--- src/rtl/ufx_pkg.sv ---
package ufx_pkg;

  localparam int unsigned FifoDepth = 4;
  localparam int unsigned FifoAw    = $clog2(FifoDepth);

  localparam logic [7:0] AsciiLimit = 8'h80;
  localparam logic [7:0] Mask3      = 8'hE0;
  localparam logic [7:0] Mask4      = 8'hF0;
  localparam logic [7:0] Mask5      = 8'hF8;
  localparam logic [7:0] Lead2      = 8'hC0;
  localparam logic [7:0] Lead3      = 8'hE0;
  localparam logic [7:0] Lead4      = 8'hF0;
  localparam logic [7:0] LineFeed   = 8'h0A;
  localparam logic [7:0] CarriageRet = 8'h0D;

  localparam logic [15:0] QuestionMark = 16'h003F;
  localparam logic [15:0] HighSurr     = 16'hD800;
  localparam logic [15:0] LowSurr      = 16'hDC00;
  localparam logic [20:0] SuppBase     = 21'h10000;
  localparam logic [20:0] UnitMax      = 21'h0FFFF;

  localparam logic [2:0] Len2 = 3'd2;
  localparam logic [2:0] Len3 = 3'd3;

  // Decoder state: bytes collected so far, sequence length, stored bytes.
  typedef struct packed {
    logic [1:0]      held;
    logic [2:0]      expected;
    logic [2:0][7:0] seq;
  } dec_state_t;

  typedef struct packed {
    dec_state_t st;
    logic [1:0] n;
    logic [15:0] u0;
    logic [15:0] u1;
  } dec_res_t;

  // Code units caused by one transaction, first unit in units[0].
  typedef struct packed {
    logic [1:0]       n;
    logic [2:0][15:0] units;
  } bundle_t;

  typedef struct packed {
    logic full;
    logic empty;
  } fifo_stat_t;

  function automatic dec_res_t dec_step(dec_state_t s, logic [7:0] b);
    dec_res_t   r;
    logic [20:0] cp;
    logic [20:0] v;
    logic [2:0]  held_n;
    r      = '0;
    r.st   = s;
    cp     = '0;
    v      = '0;
    held_n = {1'b0, s.held} + 3'd1;
    if (s.held == 2'd0) begin
      if (b < AsciiLimit) begin
        r.n  = 2'd1;
        r.u0 = {8'h00, b};
      end else begin
        r.st.seq[0] = b;
        r.st.held   = 2'd1;
        if ((b & Mask3) == Lead2) begin
          r.st.expected = 3'd2;
        end else if ((b & Mask4) == Lead3) begin
          r.st.expected = 3'd3;
        end else if ((b & Mask5) == Lead4) begin
          r.st.expected = 3'd4;
        end else begin
          r.st.held     = 2'd0;
          r.st.expected = 3'd0;
          r.n           = 2'd1;
          r.u0          = QuestionMark;
        end
      end
    end else if (held_n < s.expected) begin
      r.st.seq[s.held] = b;
      r.st.held        = held_n[1:0];
    end else begin
      if (s.expected == Len2) begin
        cp = {10'd0, s.seq[0][4:0], b[5:0]};
      end else if (s.expected == Len3) begin
        cp = {5'd0, s.seq[0][3:0], s.seq[1][5:0], b[5:0]};
      end else begin
        cp = {s.seq[0][2:0], s.seq[1][5:0], s.seq[2][5:0], b[5:0]};
      end
      r.st.held     = 2'd0;
      r.st.expected = 3'd0;
      if (cp > UnitMax) begin
        v    = cp - SuppBase;
        r.n  = 2'd2;
        r.u0 = HighSurr + {5'd0, v[20:10]};
        r.u1 = LowSurr + {6'd0, v[9:0]};
      end else begin
        r.n  = 2'd1;
        r.u0 = cp[15:0];
      end
    end
    return r;
  endfunction

endpackage

--- src/rtl/ufx_front.sv ---
module ufx_front (
  input  logic              clk_i,
  input  logic              rst_ni,
  input  logic              take_i,
  input  logic [7:0]        data_byte_i,
  output logic              bundle_push_o,
  output ufx_pkg::bundle_t  bundle_o
);

  ufx_pkg::dec_state_t st_q, st_d, st_mid;
  ufx_pkg::dec_res_t   r1, r2;
  logic                expand_q, expand_d;
  logic                cr_first;
  logic [1:0]          n1;
  logic [2:0]          sum;

  always_comb begin
    cr_first = (data_byte_i == ufx_pkg::LineFeed) && expand_q;
    r1       = ufx_pkg::dec_step(st_q, ufx_pkg::CarriageRet);
    st_mid   = cr_first ? r1.st : st_q;
    r2       = ufx_pkg::dec_step(st_mid, data_byte_i);
    n1       = cr_first ? r1.n : 2'd0;
    sum      = {1'b0, n1} + {1'b0, r2.n};
    bundle_o.n = (sum > 3'd3) ? 2'd3 : sum[1:0];
    unique case (n1)
      2'd0: begin
        bundle_o.units[0] = r2.u0;
        bundle_o.units[1] = r2.u1;
        bundle_o.units[2] = '0;
      end
      2'd1: begin
        bundle_o.units[0] = r1.u0;
        bundle_o.units[1] = r2.u0;
        bundle_o.units[2] = r2.u1;
      end
      default: begin
        bundle_o.units[0] = r1.u0;
        bundle_o.units[1] = r1.u1;
        bundle_o.units[2] = r2.u0;
      end
    endcase
    bundle_push_o = take_i && (sum != 3'd0);
    st_d          = take_i ? r2.st : st_q;
    expand_d      = expand_q;
    if (take_i && (data_byte_i == ufx_pkg::CarriageRet)) begin
      expand_d = 1'b0;
    end else if (take_i && (data_byte_i == ufx_pkg::LineFeed)) begin
      expand_d = 1'b1;
    end
  end

  always_ff @(posedge clk_i or negedge rst_ni) begin
    if (!rst_ni) begin
      st_q     <= '0;
      expand_q <= 1'b1;
    end else begin
      st_q     <= st_d;
      expand_q <= expand_d;
    end
  end

endmodule

--- src/rtl/ufx_fifo.sv ---
module ufx_fifo (
  input  logic                clk_i,
  input  logic                rst_ni,
  input  logic                push_i,
  input  ufx_pkg::bundle_t    bundle_i,
  input  logic                pop_i,
  output ufx_pkg::bundle_t    head_o,
  output ufx_pkg::fifo_stat_t stat_o
);

  ufx_pkg::bundle_t                 mem [ufx_pkg::FifoDepth];
  logic [ufx_pkg::FifoAw-1:0]       wr_ptr_q, wr_ptr_d, rd_ptr_q, rd_ptr_d;
  logic [ufx_pkg::FifoAw:0]         cnt_q, cnt_d;

  always_comb begin
    stat_o.full  = (cnt_q == (ufx_pkg::FifoAw + 1)'(ufx_pkg::FifoDepth));
    stat_o.empty = (cnt_q == '0);
    head_o       = mem[rd_ptr_q];
    wr_ptr_d     = push_i ? wr_ptr_q + 1'b1 : wr_ptr_q;
    rd_ptr_d     = pop_i ? rd_ptr_q + 1'b1 : rd_ptr_q;
    cnt_d        = cnt_q;
    if (push_i && !pop_i) begin
      cnt_d = cnt_q + 1'b1;
    end else if (pop_i && !push_i) begin
      cnt_d = cnt_q - 1'b1;
    end
  end

  always_ff @(posedge clk_i) begin
    if (push_i) begin
      mem[wr_ptr_q] <= bundle_i;
    end
  end

  always_ff @(posedge clk_i or negedge rst_ni) begin
    if (!rst_ni) begin
      wr_ptr_q <= '0;
      rd_ptr_q <= '0;
      cnt_q    <= '0;
    end else begin
      wr_ptr_q <= wr_ptr_d;
      rd_ptr_q <= rd_ptr_d;
      cnt_q    <= cnt_d;
    end
  end

  a_no_overflow: assert property (@(posedge clk_i) disable iff (!rst_ni)
    push_i && stat_o.full |-> pop_i)
    else $error("bundle queue written while full");

  a_no_empty_bundle: assert property (@(posedge clk_i) disable iff (!rst_ni)
    push_i |-> bundle_i.n != 2'd0)
    else $error("bundle without code units queued");

endmodule

--- src/rtl/ufx_back.sv ---
module ufx_back (
  input  logic                clk_i,
  input  logic                rst_ni,
  input  ufx_pkg::bundle_t    head_i,
  input  ufx_pkg::fifo_stat_t stat_i,
  input  logic                pop_i,
  output logic                empty_o,
  output logic [15:0]         code_unit_o,
  output logic                last_o,
  output logic                fifo_pop_o
);

  logic [1:0] k_q, k_d;
  logic       take;

  always_comb begin
    empty_o     = stat_i.empty;
    code_unit_o = head_i.units[k_q];
    last_o      = (k_q == head_i.n - 2'd1);
    take        = pop_i && !stat_i.empty;
    fifo_pop_o  = take && last_o;
    k_d         = k_q;
    if (take) begin
      k_d = last_o ? 2'd0 : k_q + 2'd1;
    end
  end

  always_ff @(posedge clk_i or negedge rst_ni) begin
    if (!rst_ni) begin
      k_q <= 2'd0;
    end else begin
      k_q <= k_d;
    end
  end

  a_index_in_bundle: assert property (@(posedge clk_i) disable iff (!rst_ni)
    !stat_i.empty |-> k_q < head_i.n)
    else $error("unit index beyond bundle length");

endmodule

--- src/rtl/utf8_to_utf16_crlf_expander.sv ---
// Each byte's code units are registered as a bundle and shown once it reaches the queue head.
// Throughput: one byte per cycle while not full; a byte that yields two or three code units
// holds the result port for one pop each, and a four-entry bundle queue absorbs the difference.
// Reset (rst_ni low, asynchronous): decoder idle, no open sequence, line-feed expansion on,
// queue empty. No clearing pass is needed; the block takes bytes right after reset.
module utf8_to_utf16_crlf_expander (
  input  logic        clk_i,
  input  logic        rst_ni,
  input  logic [7:0]  data_byte_i,
  input  logic        push,
  output logic        full,
  output logic [15:0] code_unit_o,
  output logic        last_o,
  output logic        empty,
  input  logic        pop
);

  ufx_pkg::bundle_t    bundle, head;
  ufx_pkg::fifo_stat_t stat;
  logic                bundle_push;
  logic                fifo_pop;
  logic                take;

  // Hold input off while the bundle queue has no room, even for a byte that
  // would produce nothing: keeps the full flag a plain register decode.
  assign full = stat.full;
  assign take = push && !full;

  // Front: decode one byte per transaction, inserting a carriage return
  // ahead of a line feed when needed, and pack the resulting units.
  ufx_front u_front (
    .clk_i         (clk_i),
    .rst_ni        (rst_ni),
    .take_i        (take),
    .data_byte_i   (data_byte_i),
    .bundle_push_o (bundle_push),
    .bundle_o      (bundle)
  );

  // Queue of unit bundles between decoder and output sequencer.
  ufx_fifo u_fifo (
    .clk_i    (clk_i),
    .rst_ni   (rst_ni),
    .push_i   (bundle_push),
    .bundle_i (bundle),
    .pop_i    (fifo_pop),
    .head_o   (head),
    .stat_o   (stat)
  );

  // Back: walk through the head bundle one code unit per transaction,
  // flag the final one, then advance the queue.
  ufx_back u_back (
    .clk_i       (clk_i),
    .rst_ni      (rst_ni),
    .head_i      (head),
    .stat_i      (stat),
    .pop_i       (pop),
    .empty_o     (empty),
    .code_unit_o (code_unit_o),
    .last_o      (last_o),
    .fifo_pop_o  (fifo_pop)
  );

endmodule
--- config.mk ---
export PLATFORM = sky130hd
export DESIGN_NAME = utf8_to_utf16_crlf_expander
export DESIGN_NICKNAME = d
export VERILOG_FILES = /design/src/rtl/ufx_pkg.sv /design/src/rtl/ufx_front.sv /design/src/rtl/ufx_fifo.sv /design/src/rtl/ufx_back.sv /design/src/rtl/utf8_to_utf16_crlf_expander.sv
export SDC_FILE = /design/constraint.sdc
export NUM_CORES = 1
export LEC_CHECK = 0
export ABC_AREA = 1
export BUFFER_PORTS_ARGS = -buffer_cell sky130_fd_sc_hd__clkbuf_2
export CAP_MARGIN = 20
export CORE_ASPECT_RATIO = 2
export CORE_UTILIZATION = 48
export DETAILED_ROUTE_END_ITERATION = 12
export PLACE_DENSITY = 0.63
export SLEW_MARGIN = 20
export SYNTH_ARGS = -nofsm -noshare
export SYNTH_HDL_FRONTEND = slang
export SYNTH_SLANG_ARGS = --single-unit
--- constraint.sdc ---
create_clock -name clk_i -period 7.05 [get_ports clk_i]
set_input_delay 0.705 -clock clk_i [delete_from_list [all_inputs] [get_ports clk_i]]
set_output_delay 0.705 -clock clk_i [all_outputs]
set_load 0.005 [all_outputs]
Word level (Yosys, flattened, before mapping)
Memories as Yosys holds them, arrays and structs flattened.
Cells that the tools add are included.
{"block": "word_totals", "register_bits": 39, "ramBits": 200, "input_bits": 12, "wordCells": 132, "n_memories": 1}
{"name": "u_fifo.mem", "depth": 4, "width": 50, "rd": 1, "rd_ports_with_merged_regs": 0, "wr": 1, "line": "ufx_fifo.sv:11", "source": "ufx_pkg::bundle_t mem [ufx_pkg::FifoDepth];"}
{"block": "classes", "n_addsub": 15, "n_lt_le_gt_ge": 11, "eq_ne": 12, "n_mux": 58, "n_bitwise": 3, "n_reduce_logical": 22}
{"operator": "21-bit 2-to-1 mux", "n": 8}
{"operator": "16-bit 2-to-1 mux", "n": 7}
{"operator": "48-bit case mux with 2 select lines", "n": 1}
{"operator": "18-bit 2-to-1 mux", "n": 5}
{"operator": "34-bit 2-to-1 mux", "n": 2}
{"operator": "26-bit 2-to-1 mux", "n": 2}
{"operator": "24-bit 2-to-1 mux", "n": 2}
{"operator": "21-bit by 16-bit greater-than comparator with 1-bit output, second input constant", "n": 2}
{"operator": "21-bit by 17-bit subtractor with 21-bit output, second input constant", "n": 2}
{"operator": "15-bit by 11-bit adder with 16-bit output, first input constant", "n": 2}
{"operator": "15-bit by 12-bit adder with 16-bit output, first input constant", "n": 2}
{"operator": "16-bit binary-select mux with 2-bit select", "n": 1}
{"operator": "8-bit demux with 2-bit select", "n": 2}
{"operator": "29-bit 2-to-1 mux", "n": 1}
{"operator": "24-bit bitwise mux", "n": 1}
{"operator": "8-bit 2-to-1 mux", "n": 3}
{"operator": "3-bit 2-to-1 mux", "n": 7}
{"operator": "17-bit 2-to-1 mux", "n": 1}
{"operator": "8-bit by 4-bit == test with 1-bit output, second input constant", "n": 2}
{"operator": "15-bit AND", "n": 1}
{"operator": "5-bit 2-to-1 mux", "n": 3}
{"operator": "15-bit inverter", "n": 1}
{"operator": "2-bit 2-to-1 mux", "n": 7}
{"operator": "3-bit by 2-bit == test with 1-bit output, second input constant", "n": 4}
{"operator": "24 further kinds", "n": 52}

Depth between registers and ports, before layout
{"block": "logic_depth", "depth_word": 28, "depth_mapped": 32, "ltp_nobuf": 30}

Cells and area by module
A second synthesis with hierarchy kept.
{"block": "hier_totals", "cells_unflattened": 1287, "area_unflattened_um2": 12077.8}
{"mod": "ufx_fifo", "n_inst": 1, "cells_each": 631, "area_per_inst_um2": 8277.9}
{"mod": "ufx_front", "n_inst": 1, "cells_each": 549, "area_per_inst_um2": 3216.8}
{"mod": "ufx_back", "n_inst": 1, "cells_each": 105, "area_per_inst_um2": 573.0}
{"mod": "utf8_to_utf16_crlf_expander", "n_inst": 1, "cells_each": 2, "area_per_inst_um2": 10.0}

Worst setup path after synthesis
Ideal clock, no wire load.
{"block": "synth_timing", "kind": "reg-to-reg", "start": "register u_front.st_q[27] (netlist name)", "end": "memory u_fifo.mem[0][0] (netlist name) (enable)", "setup_time_ns": 0.458, "t_arrival_ns": 5.835, "path_slack_ns": 0.757, "stages_incl_launch_ff": 26, "path_buffers": 1, "synth_period_minus_slack_ns": 6.293, "cell_sequence": "dfrtp_1 -> inv_1 -> ha_1 -> ha_1 -> nand3_2 -> a21oi_1 -> nand2_2 -> nand2_2 -> inv_2 -> nor2_1 -> inv_1 -> ha_1 -> nand3_1 -> nor2_1 -> nand3_1 -> nor2_1 -> nand2_2 -> nand2_4 -> buf_6 -> nand2_8 -> a21oi_1 -> ha_1 -> fa_1 -> or2_2 -> o21ai_1 -> nor2_1"}
{"block": "synth_via", "elab_chain_cells": 22}
{"element": "from (decl)", "line": "ufx_front.sv:10", "source": "ufx_pkg::dec_state_t st_q, st_d, st_mid;"}
{"element": "from (signal assigned)", "line": "ufx_front.sv:57", "source": "st_q <= st_d;"}
{"element": "2-bit by 3-bit < comparator with 1-bit output (implied by the code) or 2-bit by 1-bit greater-or-equal comparator with 1-bit output (tied branches)", "line": "ufx_pkg.sv:81", "source": "r.st.seq[s.held] = b;"}
{"element": "1-bit logical AND (implied by the code)", "line": "ufx_pkg.sv:81"}
{"element": "8-bit 2-to-1 mux (implied by the code)", "line": "ufx_pkg.sv:81"}
{"element": "8-bit demux with 2-bit select"}
{"element": "15-bit inverter (no line)"}
{"element": "15-bit AND (no line)"}
{"element": "24-bit 2-to-1 mux", "line": "ufx_pkg.sv:80", "source": "end else if (held_n < s.expected) begin"}
{"element": "16-bit 2-to-1 mux or 26-bit 2-to-1 mux (tied branches)", "line": "ufx_pkg.sv:60", "source": "if (s.held == 2'd0) begin"}
{"element": "[... 6 more ...]"}
{"element": "18-bit 2-to-1 mux", "line": "ufx_pkg.sv:93", "source": "if (cp > UnitMax) begin"}
{"element": "34-bit 2-to-1 mux", "line": "ufx_pkg.sv:80"}
{"element": "26-bit 2-to-1 mux", "line": "ufx_pkg.sv:60"}
{"element": "2-bit by 2-bit adder with 3-bit output *", "line": "ufx_front.sv:23", "source": "sum = {1'b0, n1} + {1'b0, r2.n};"}
{"element": "3-bit nonzero test *", "line": "ufx_front.sv:42", "source": "bundle_push_o = take_i && (sum != 3'd0);"}
{"element": "1-bit logical AND *", "line": "ufx_front.sv:42"}
{"element": "1-bit 2-to-1 mux *", "line": "ufx_fifo.sv:30", "source": "if (push_i) begin"}
{"element": "1-bit 2-to-1 mux (implied by the code) *", "line": "ufx_fifo.sv:31", "source": "mem[wr_ptr_q] <= bundle_i;"}
{"element": "to (decl)", "line": "ufx_fifo.sv:11"}
Every way passes the cells marked *; elsewhere a longest branch is shown, timed or not. The select of a mux whose other input is x is not followed.

Worst setup path in the final report
{"block": "layout_timing", "start": "register u_front.st_q[27] (netlist name)", "end": "register u_fifo.cnt_q[1] (netlist name)"}
{"element": "2-bit by 3-bit < comparator with 1-bit output (implied by the code) or 2-bit by 1-bit greater-or-equal comparator with 1-bit output (tied branches)", "line": "ufx_pkg.sv:81"}
{"element": "1-bit logical AND (implied by the code)", "line": "ufx_pkg.sv:81"}
{"element": "8-bit 2-to-1 mux (implied by the code)", "line": "ufx_pkg.sv:81"}
{"element": "8-bit demux with 2-bit select"}
{"element": "15-bit inverter (no line)"}
{"element": "15-bit AND (no line)"}
{"element": "24-bit 2-to-1 mux", "line": "ufx_pkg.sv:80"}
{"element": "16-bit 2-to-1 mux or 26-bit 2-to-1 mux (tied branches)", "line": "ufx_pkg.sv:60"}
{"element": "[... 8 more ...]"}
{"element": "26-bit 2-to-1 mux", "line": "ufx_pkg.sv:60"}
{"element": "2-bit by 2-bit adder with 3-bit output *", "line": "ufx_front.sv:23"}
{"element": "3-bit nonzero test *", "line": "ufx_front.sv:42"}
{"element": "1-bit logical AND *", "line": "ufx_front.sv:42"}
{"element": "via bundle_push", "line": "utf8_to_utf16_crlf_expander.sv:20", "source": "logic bundle_push;"}
{"element": "1-bit logical AND *", "line": "ufx_fifo.sv:22", "source": "if (push_i && !pop_i) begin"}
{"element": "3-bit 2-to-1 mux *", "line": "ufx_fifo.sv:22"}
{"element": "via u_fifo.cnt_d, one bit", "line": "ufx_fifo.sv:13", "source": "logic [ufx_pkg::FifoAw:0] cnt_q, cnt_d;"}
{"element": "to (signal assigned)", "line": "ufx_fifo.sv:43", "source": "cnt_q <= cnt_d;"}
{"element": "to (decl)", "line": "ufx_fifo.sv:13"}
Mark *: on every way through the listed nets, which the timed path passes. The rest lies on a longest branch. The select of a mux whose other input is x is not followed.
A chain may end at the register's enable or synchronous reset.

==> flow_summary.rst <==
.. list-table::
   :header-rows: 1

   * - Metric
     - Value
   * - Antenna cells
     - 0
   * - Cts repair resizes
     - 0
   * - Post-CTS Setup Inserts
     - 0
   * - Fraction of the cycle the final worst path needs
     - 84.8%
   * - Number of violations of the max-capacitance limit
     - 0
   * - Number of routed nets with antenna violations
     - 0
   * - Number of buffers inserted by hold repair at cts
     - 0
   * - Area delta synth->final
     - 10.3%
   * - Clk Latency, worst-skew pair
     - 0.51 ns
   * - Number of flops mapped to enable cells by yosys
     - 200
   * - Delay of the slowest cell on the worst path
     - 0.46 ns
   * - Sequential share of the synthesized area
     - 59.7%
   * - Crit path time final
     - 5.98 ns
   * - Die boundary width
     - 111 um
   * - Kind of start point of the critical path
     - flip-flop
   * - Area of the core
     - 23300 um2
   * - Hold Crit Class
     - primary input to asynchronous set/reset pin
   * - Post-DR vias/cell
     - 6.05
   * - Final routed wirelength across all metal layers
     - 35700 um
   * - Initial detailed-routing violation count
     - 646
   * - Vias in the first global route
     - 8869
   * - Hpwl dp
     - 25000 um
   * - CP bufs+invs
     - 6
   * - Most frequently used flop master after synthesis
     - sky130_fd_sc_hd__edfxtp_1
   * - Routed length per instance
     - 24.8 um
   * - Pwr/cell area
     - 571 nW/um2
   * - Async S/R FF share, synth
     - 13.8%
   * - Unrepaired setup endpoints after global routing
     - false
   * - Worst VDD drop
     - 0.337 mV
   * - # H-tree levels
     - 1
   * - Die height
     - 220 um
   * - Worst slew margin relative to its limit
     - 18.3%
   * - Kind of end point of the critical path
     - flip-flop
   * - Largest driver fanout on the critical path
     - 12
   * - Setup-failing EPs final
     - 0
   * - Fin nets
     - 1180
   * - Overflow left after global routing
     - 0
   * - Number of iterations in the first detailed-routing pass
     - 9
   * - Post-synth design cell area
     - 11400 um2
   * - Length in cells of the worst reg-to-reg path
     - 29
   * - Pin count of the biggest net entering global routing
     - 87
   * - Commonest non-fill, non-tap cell in the layout
     - sky130_fd_sc_hd__edfxtp_1
   * - Ratio of cells with drive above 1 in the final layout
     - 12.2%
   * - Global-route wire length before repair
     - 53300 um
   * - Largest delay share family, worst path
     - adder cells
   * - Critical-path cell with the highest stage delay
     - sky130_fd_sc_hd__dfrtp_1
   * - Number of antenna violations at the first check in global routing
     - 0
   * - Number of placement rows
     - 79
   * - Global-route usage over all layers
     - 30.1%
   * - Routability Congestion
     - 1.09
   * - Number of instances in the synthesized netlist
     - 1126
   * - Die Area
     - 24400 um2
   * - Critical Path Most Common Cell
     - sky130_fd_sc_hd__ha_1
   * - Violations in the final reports
     - design-rule violations
   * - Number of distinct standard cells referenced by the synthesized netlist
     - 51
   * - Placed cell count
     - 1405
   * - Count of input and output buffers
     - 30
   * - Total non-filler cell area in the finished layout
     - 12600 um2
   * - Aggregate negative setup slack
     - 0 ns
   * - Final Non-Filler Cells
     - 1442
   * - Clock root buffer
     - sky130_fd_sc_hd__clkbuf_16
   * - Max-slew violation count
     - 0
   * - Sequential cell area
     - 6810 um2
   * - Remaining DRCs
     - 3
   * - Fmax
     - 167 MHz
   * - Worst Clk Skew
     - 0.0189 ns
   * - Req. time, crit path
     - 7.43 ns
   * - Initial standard-cell utilization of the core
     - 48.9%
   * - Slew at the pin closest to its max-slew limit
     - 1.21 ns
   * - Number of top-level pins
     - 31
   * - Fillcell total
     - 2095
   * - Flops & latches, synth
     - 232
   * - Yosys synthesis warning count
     - 0
   * - Total via count in the routed design
     - 8728
   * - Number of failing hold endpoints at the final stage
     - 0
   * - Multi-input combinational cell area
     - 4080 um2
   * - Largest buffer count on any clock path
     - 3
   * - Instance area at placement
     - 11900 um2
   * - Leakage power
     - 4.71 nW
   * - Post-synthesis area per instance
     - 10.1 um2
   * - Number of clock sinks
     - 232
   * - Critical path start-end classification
     - flip-flop to flip-flop
   * - Run status
     - finished, violations left
   * - Critical path depth in cells
     - 29
   * - CTS tree
     - built
   * - Total clock buffers created by CTS
     - 21
   * - Clock transition at path regs
     - 0.07 ns
   * - Arr. time, crit path
     - 6.36 ns
   * - Highest-count cells in the layout ignoring fill and taps
     - sky130_fd_sc_hd__edfxtp_1 (200), sky130_fd_sc_hd__nor2_1 (147), sky130_fd_sc_hd__o21ai_0 (145)
synthesized netlist by cell type (6+ instances only):
library cell	n	area, um2
sky130_fd_sc_hd__clkbuf_1	47	176
sky130_fd_sc_hd__o221ai_1	26	228
sky130_fd_sc_hd__o211ai_1	9	67.6
sky130_fd_sc_hd__nand3_2	6	60.1
sky130_fd_sc_hd__edfxtp_1	200	6010
sky130_fd_sc_hd__nand3_1	61	305
sky130_fd_sc_hd__dfrtp_1	31	776
sky130_fd_sc_hd__a21oi_1	35	175
sky130_fd_sc_hd__nand2_1	142	533
sky130_fd_sc_hd__o21ai_1	30	150
sky130_fd_sc_hd__nor2_2	11	68.8
sky130_fd_sc_hd__ha_1	21	263
sky130_fd_sc_hd__xor2_1	9	78.8
sky130_fd_sc_hd__nor2_1	151	567
sky130_fd_sc_hd__nand2_2	9	56.3
sky130_fd_sc_hd__a32o_1	10	100
sky130_fd_sc_hd__inv_1	73	274
sky130_fd_sc_hd__inv_2	11	41.3
sky130_fd_sc_hd__o21ai_0	145	726
sky130_fd_sc_hd__o22ai_1	33	206
metal layers:
metal | GRT usage [%] | routed length, um | up-vias | part of all wire (%)
met1 | 30.1 | 11900 | 4206 | 33
met2 | 54.9 | 18800 | 328 | 53
met3 | 3.19 | 1500 | 148 | 4.2
met5 | 0 | 0 | - | 0
met4 | 27.5 | 3440 | 0 | 9.6
li1 | - | - | 4046 | -
final timing paths:
| check | endpoint | slack, ns | startpoint |
|---|---|---|---|
| setup reg to reg | u_fifo.cnt_q[1] | 1.07 | u_front.st_q[27] |
| setup / recovery | u_fifo.cnt_q[1] | 1.07 | u_front.st_q[27] |
| max in group asynchronous | u_fifo.rd_ptr_q[0] | 6.08 | rst_ni |
| min in group clk_i | u_fifo.cnt_q[0] | 0.54 | u_fifo.cnt_q[0] |
| hold reg to reg | u_fifo.cnt_q[0] | 0.54 | u_fifo.cnt_q[0] |
| hold / removal | u_front.st_q[25] | 0.33 | rst_ni |
report_power, final:
group	total (mW)	internal, mW	leakage, nW	switching [mW]
logic	3.61	0.988	2.14	2.62
clock network	1.16	0.666	0.334	0.492
registers	2.41	2.24	2.24	0.179
kinds of logic after synthesis:
logic type,after synthesis,synth area share (%)
other,1,0.0329
muxes,1,0.0987
DFF,232,59.7
xor gates and xnor gates,13,0.998
AOI/OAI and AO/OA,307,15.9
and+or+nand+nor,405,15.7
adders and majority gates,23,2.65
buffers and inverters,144,4.94
flip-flops by register name, indices dropped and copies added, names as in the netlist:
name / count
u_front.st_q: 22
u_fifo.wr_ptr_q: 2
u_front.expand_q: 1
u_back.k_q: 2
u_fifo.rd_ptr_q: 2
u_fifo.cnt_q: 3
u_fifo.mem: 200
metrics by stage:
stage	power, mW	util (%)	hold WS, ns	setup slack (ns)
2_1_floorplan	4.68	-	0.409	0.757
3_3_place_gp	6.00	51.0	0.513	0.910
3_5_place_dp	6.02	51.0	0.527	0.845
4_1_cts	7.18	53.9	0.359	1.13
5_1_grt	7.61	53.9	0.385	0.703
6_report	7.18	53.9	0.333	1.07
cell type report:
class / instances / area share, %
Clock inverter: 9 / 1.06
Timing Repair Buffer: 49 / 2.53
Sequential cell: 232 / 54.1
Multi-Input combinational cell: 753 / 32.4
Inverter: 88 / 2.65
Clock buffer: 28 / 4.39
Tap cell: 283 / 2.82
Note: power is estimated with default switching activity, not from simulation.
